<file path="src/hdl/set_assoc_lru_tag_lookup_core_macros.svh">
// Assertion macros used by the tag lookup core.
`ifndef SET_ASSOC_LRU_TAG_LOOKUP_CORE_MACROS_SVH
`define SET_ASSOC_LRU_TAG_LOOKUP_CORE_MACROS_SVH

// Same-cycle implication, disabled during reset.
`define SALTL_ASSERT_IMP(label, clk, rst, ante, cons) \
  label: assert property (@(posedge clk) disable iff (rst) (ante) |-> (cons)) \
    else $error("tag lookup: same-cycle check failed");

// Next-cycle implication, disabled during reset.
`define SALTL_ASSERT_NEXT(label, clk, rst, ante, cons) \
  label: assert property (@(posedge clk) disable iff (rst) (ante) |=> (cons)) \
    else $error("tag lookup: next-cycle check failed");

`endif

</file>
<file path="src/hdl/saltl_pkg.sv">
package saltl_pkg;

  localparam int WAYS      = 4;
  localparam int SETS      = 256;
  localparam int ADDR_BITS = 48;

  localparam int CFG_W     = 4;
  localparam int CFG_IDX_W = 2;
  localparam int CNT_W     = 32;
  localparam int WAY_OUT_W = 2;

  localparam int WAY_W   = (WAYS > 1) ? $clog2(WAYS) : 1;
  localparam int SET_W   = (SETS > 1) ? $clog2(SETS) : 1;
  localparam int SHAMT_W = CFG_W + 1;

  // Register indexes on the write port
  localparam logic [CFG_IDX_W-1:0] REG_OFS_WIDTH = CFG_IDX_W'(0);
  localparam logic [CFG_IDX_W-1:0] REG_IDX_WIDTH = CFG_IDX_W'(1);

  localparam logic [CFG_W-1:0] OFS_WIDTH_RST = CFG_W'(6);
  localparam logic [CFG_W-1:0] IDX_WIDTH_RST = CFG_W'(8);
  // floor(log2(SETS)): widest set index that still names an existing set
  localparam logic [CFG_W-1:0] MAX_IDX_WIDTH = CFG_W'($clog2(SETS + 1) - 1);

  typedef struct packed {
    logic [WAYS-1:0]                valid;
    logic [WAYS-1:0][ADDR_BITS-1:0] tag;
    logic [WAYS-1:0][WAY_W-1:0]     age;
  } row_t;

  typedef struct packed {
    logic             hit;
    logic [WAY_W-1:0] way;
    row_t             row;
  } lookup_t;

  function automatic row_t reset_row();
    row_t r;
    r.valid = '0;
    r.tag   = '0;
    for (int w = 0; w < WAYS; w++) begin
      r.age[w] = WAY_W'(w);
    end
    return r;
  endfunction

endpackage

</file>
<file path="src/hdl/saltl_way_select.sv">
module saltl_way_select (
  input  saltl_pkg::row_t                    row,
  input  logic [saltl_pkg::ADDR_BITS-1:0]    tag,
  output saltl_pkg::lookup_t                 res
);
  import saltl_pkg::*;

  logic             hit_any;
  logic [WAY_W-1:0] hit_way;
  logic             inv_any;
  logic [WAY_W-1:0] inv_way;
  logic [WAY_W-1:0] best;
  logic [WAY_W-1:0] max_way;
  logic [WAY_W-1:0] chosen;
  logic [WAY_W-1:0] old_age;

  always_comb begin
    hit_any = 1'b0;
    hit_way = '0;
    inv_any = 1'b0;
    inv_way = '0;
    best    = '0;
    max_way = '0;
    for (int w = 0; w < WAYS; w++) begin
      if (!hit_any && row.valid[w] && row.tag[w] == tag) begin
        hit_any = 1'b1;
        hit_way = WAY_W'(w);
      end
      if (!inv_any && !row.valid[w]) begin
        inv_any = 1'b1;
        inv_way = WAY_W'(w);
      end
      // ties go to the later way
      if (row.age[w] >= best) begin
        best    = row.age[w];
        max_way = WAY_W'(w);
      end
    end

    priority if (hit_any) begin
      chosen = hit_way;
    end else if (inv_any) begin
      chosen = inv_way;
    end else begin
      chosen = max_way;
    end
    old_age = row.age[chosen];

    res.hit = hit_any;
    res.way = chosen;
    res.row = row;
    if (!hit_any) begin
      res.row.valid[chosen] = 1'b1;
      res.row.tag[chosen]   = tag;
    end
    for (int w = 0; w < WAYS; w++) begin
      if (WAY_W'(w) == chosen) begin
        res.row.age[w] = '0;
      end else if (row.age[w] < old_age) begin
        res.row.age[w] = row.age[w] + WAY_W'(1);
      end
    end
  end

endmodule

</file>
<file path="config.mk">
export PLATFORM = sky130hd
export DESIGN_NAME = saltl_way_select
export DESIGN_NICKNAME = d
export VERILOG_FILES = /design/src/hdl/set_assoc_lru_tag_lookup_core_macros.svh /design/src/hdl/saltl_pkg.sv /design/src/hdl/saltl_way_select.sv
export SDC_FILE = /design/constraint.sdc
export NUM_CORES = 1
export LEC_CHECK = 0
export BUFFER_PORTS_ARGS = -buffer_cell sky130_fd_sc_hd__clkbuf_2
export CAP_MARGIN = 0
export CORE_AREA = 2 2 179 181
export DETAILED_ROUTE_END_ITERATION = 8
export DIE_AREA = 0 0 181 183
export PLACE_DENSITY = 0.45
export SETUP_SLACK_MARGIN = 0.4
export SYNTH_ARGS = -nofsm -noshare
export SYNTH_HDL_FRONTEND = slang
export SYNTH_SLANG_ARGS = --single-unit
</file>
<file path="constraint.sdc">
create_clock -name vclk -period 6.2
set_clock_uncertainty 0.1 [all_clocks]
set_input_delay 1.24 -clock vclk [all_inputs]
set_output_delay 1.24 -clock vclk [all_outputs]
set_load 0.01 [all_outputs]
</file>
## Word-level counts from Yosys, hierarchy flattened

Index checks and enable logic that the tools add are counted.
W data, S select, Z words.

| storage, ports and cells | value |
|---|---|
| register bits | 0 |
| input port bits | 252 |
| output and inout bits | 207 |
| word-level logic and storage cells | 80 |

| operators by class | value |
|---|---|
| add/sub/neg operators | 4 |
| magnitude comparators | 10 |
| eq/ne operators | 7 |
| mux-type cells | 38 |
| bitwise logic cells | 1 |
| reductions and logical operators | 20 |

Operators by type and width:

| kind | count |
|---|---|
| $mux W196 | 1 |
| $bwmux W192 | 1 |
| $eq A48 B48 Y1 | 4 |
| $demux W48 S2 | 1 |
| $mux W48 | 1 |
| $mux W2 | 20 |
| $mux W1 | 12 |
| $logic_and A1 B1 Y1 | 11 |
| $add A2 B1 Y2 const B | 4 |
| $logic_not A1 Y1 | 8 |
| $lt A2 B2 Y1 | 4 |
| $ge A2 B2 Y1 | 3 |
| $bmux W2 S2 | 1 |
| $eq A2 B2 Y1 const A | 2 |
| $ge A2 B1 Y1 const B | 2 |
| $or A4 B4 Y4 | 1 |
| $lt A2 B3 Y1 const B | 1 |
| $demux W1 S2 | 1 |
| $eq A1 B2 Y1 const A | 1 |
| $logic_not A2 Y1 | 1 |

## Longest topological paths before layout

| logic depth | value |
|---|---|
| depth after elaboration | 22 |
| gate-level depth with buffers | 25 |

## Worst setup path before layout

No wires, ideal clock.

| timing | value |
|---|---|
| kind | in2out |
| start point | in row[1] in the netlist's numbering |
| end point | out res[7] in the netlist's numbering |
| arrival time | 5.381 ns |
| required time | 4.860 ns |
| path slack | -0.521 ns |
| stages | 23 |
| path buffers | 0 |
| cell sequence | inv_1 -> ha_1 -> a21oi_1 -> o21ai_0 -> o31ai_1 -> ha_1 -> inv_1 -> a21oi_1 -> nor2_1 -> nand2_1 -> o21ai_0 -> ha_1 -> nand2b_1 -> a2111oi_0 -> a21oi_1 -> nor2_1 -> a21o_1 -> a21oi_1 -> o21ai_0 -> ha_1 -> or3_1 -> xor2_1 -> a21oi_1 |

RTL lines:

| element | RTL line | source |
|---|---|---|
| start, declared | saltl_way_select.sv:2 | `input saltl_pkg::row_t row,` |
| end, declared | saltl_way_select.sv:4 | `output saltl_pkg::lookup_t res` |

==> qor.csv <==
stage,metric,value,unit
worst_setup_path,critPathMostFrequentCell,o21ai_2,
worst_setup_path,setup.worst_path.class,input port to output port,
finish,post-route-util,36.9,%
global_routing,grt_pass1_vias,8138,
worst_setup_path,worstSetupStartpointType,input port,
worst_setup_path,cp-end-kind,output port,
finish,nets,1520,
power,switching_share,47.8,%
yosys,synth_common_cells,"mux2_2 (153), xor2_1 (102), xnor2_1 (76), clkbuf_1 (45), inv_1 (36)",
floorplanning,core,31200,µm²
floorplanning,die_w,181,µm
power,power.leakage,0.00584,µW
yosys,yosys.area.top_type,mux2_2,
floorplanning,dieArea,33100,µm²
finish,ff_latch_area,0,µm²
finish,clock_buffers,0,
worst_setup_path,cp.arrival,5.25,ns
placed_design,placed_area,9120,µm²
global_routing,overflow,0,
placed_design,gp_congestion,0.849,
finish,drive_above_1_share,67.9,%
floorplanning,io_pins,459,
yosys,yosysSeqAreaShare,0,%
outcome,run_status,finished with violations,
sta,setup_viol,204,
global_routing,grt_pass1_wl,61000,µm
sta,fin_crit,6.59,ns
yosys,synth_cells,697,
worst_setup_path,critPathMaxStageDelay,0.33,ns
yosys,post-synth-top-count-cell,mux2_2,
sta,max_freq,152,MHz
sta,drv_slew,0,
power,p_int,588,µW
finish,seq_cells,0,
route,ant_nets,0,
yosys,syn_nets,961,
sta,setup_slack,-0.394,ns
route,dr.first_iter.drc_count,298,
power,p_comb_share,100.0,%
sta,tns,-49.15,ns
power,net-switching-power,538,µW
global_routing,antenna_found_initial,1,
worst_setup_path,cp_data_required_time,4.86,ns
power,peakVddDrop,37.7,µV
yosys,synth_cell_types,52,
route,viasPerCell,4.68,
sta,rsz0062_at_grt,true,
yosys,syn_avg_cell_area,8.30,µm²
power,clkPwrFrac,0,%
floorplanning,die_y,183,µm
job,drv_cap,0,
sta,period_share,106,%
yosys,yosysTopAreaCellShare,29.8,%
worst_setup_path,crit_buf_inv,7,
outcome,failed_checks,negative setup slack,
yosys,synth_area_leaders,"mux2_2 (30%), xor2_1 (15%), xnor2_1 (12%), mux2_4 (5.2%), nand4_1 (3.8%)",
route,wire_per_inst,27.2,µm
min_path,hp-class,input port to output port,
worst_setup_path,crit_path_max_fanout,4,
route,drt_first_pass_iters,4,
placed_design,io_buffer_count,459,
placed_design,placed_cells,1587,
global_routing,grt_max_degree,10,
finish,multi_input_area,5820,µm²
sta,hold_viol,0,
worst_setup_path,slowest_stage,or3_4,
route,drc,0,
route,wirelength,45200,µm
finish,stdcell_count,1658,
yosys,netlist_area,5790,µm²
floorplanning,initial_core_util,18.5,%
worst_setup_path,crit_family,compound AO/OA/AOI/OAI gates,
finish,fillCellCount,3264,
finish,stdcell_area,11500,µm²
sta,slew_headroom,57.1,%
global_routing,grt_use_total,25.9,%
sta,worstMarginPinSlew,0.641,ns
power,pwr-share-seq,0,%
sta,hold_slack,2.70,ns
power,power_density,97.8,nW/µm²
finish,synthToLayoutAreaGrowth,99.1,%
floorplanning,row_count,65,
clock_tree,postCtsHoldBufs,0,
placed_design,dp_hpwl,36100,µm
route,vias,7757,
yosys,yosysWarnings,0,
tightest hold or removal path, delay by kind of cell:
family                 cells  cell delay (ns)
muxes                      1             0.14
buffers and inverters      2             0.18
power by group through the flow:
stage	Sequential [µW]	Clock [µW]	Combinational, µW
floorplan	0	0	440
global placement	0	0	858
detailed placement	0	0	857
CTS	0	0	1050
global route	0	0.0000139	1190
finish	0	0.0000504	1130
routing by layer:
metal  global-route usage (%)  vias up  wire [µm]
met3                     4.05       31       2340
met2                     47.3      326      22500
li1                         -     3611          -
met1                     32.4     3789      19300
met5                        0        -          0
met4                     4.46        0        924
repair_timing:
item	4_1_cts	5_1_grt
setup endpoints to repair	204	206
gates resized for setup	168	221
pin swaps	12	16
setup buffers	36	10
cloned	23	0
cell usage in the layout (no fill, tap or decap), drive strengths merged, types with 3 or more instances in the layout:
| master | count |
|---|---|
| nor4b | 6 |
| nand3 | 5 |
| o2111ai | 4 |
| a311oi | 3 |
| xnor2 | 78 |
| xor2 | 102 |
| nand2b | 19 |
| nand2 | 21 |
| or3 | 4 |
| nand4 | 35 |
| nor3 | 3 |
| ha | 12 |
| or4 | 6 |
| o211ai | 3 |
| nor2 | 15 |
| inv | 37 |
| a21oi | 6 |
| a2111oi | 3 |
| o22ai | 5 |
| mux2 | 187 |
| o21ai | 12 |
| clkbuf | 358 |
| nor4 | 31 |
| mux2i | 8 |
| buf | 268 |
worst paths after layout:
check | to | slack (ns) | cells past startpoint | from
setup / recovery | res[3] | -0.39 | 28 | row[2]
hold / removal | res[189] | 2.70 | 3 | row[189]
layout make-up:
type	count	area share [%]
Inverter	38	1.35
Tap cell	402	4.37
Timing Repair Buffer	626	43.7
Multi-Input combinational cell	590	50.5
Antenna cell	2	0.0435
stage by stage:
step | worst slack, ns | total power, µW
after floorplan | -0.0195 | 440
after global placement | -0.418 | 858
after detailed placement | -0.425 | 857
after CTS | -0.312 | 1050
after global routing | -0.698 | 1190
final | -0.394 | 1130
cell families after synthesis:
| family | share of synthesized area, % |
|---|---|
| XOR/XNOR | 27.5 |
| buffers and inverters | 8.97 |
| multiplexers | 39.1 |
| adder cells (fa/ha/maj) | 2.60 |
| AO/OA/AOI/OAI | 5.45 |
| AND/OR/NAND/NOR | 16.4 |
Power figures use the tool's default switching activity.
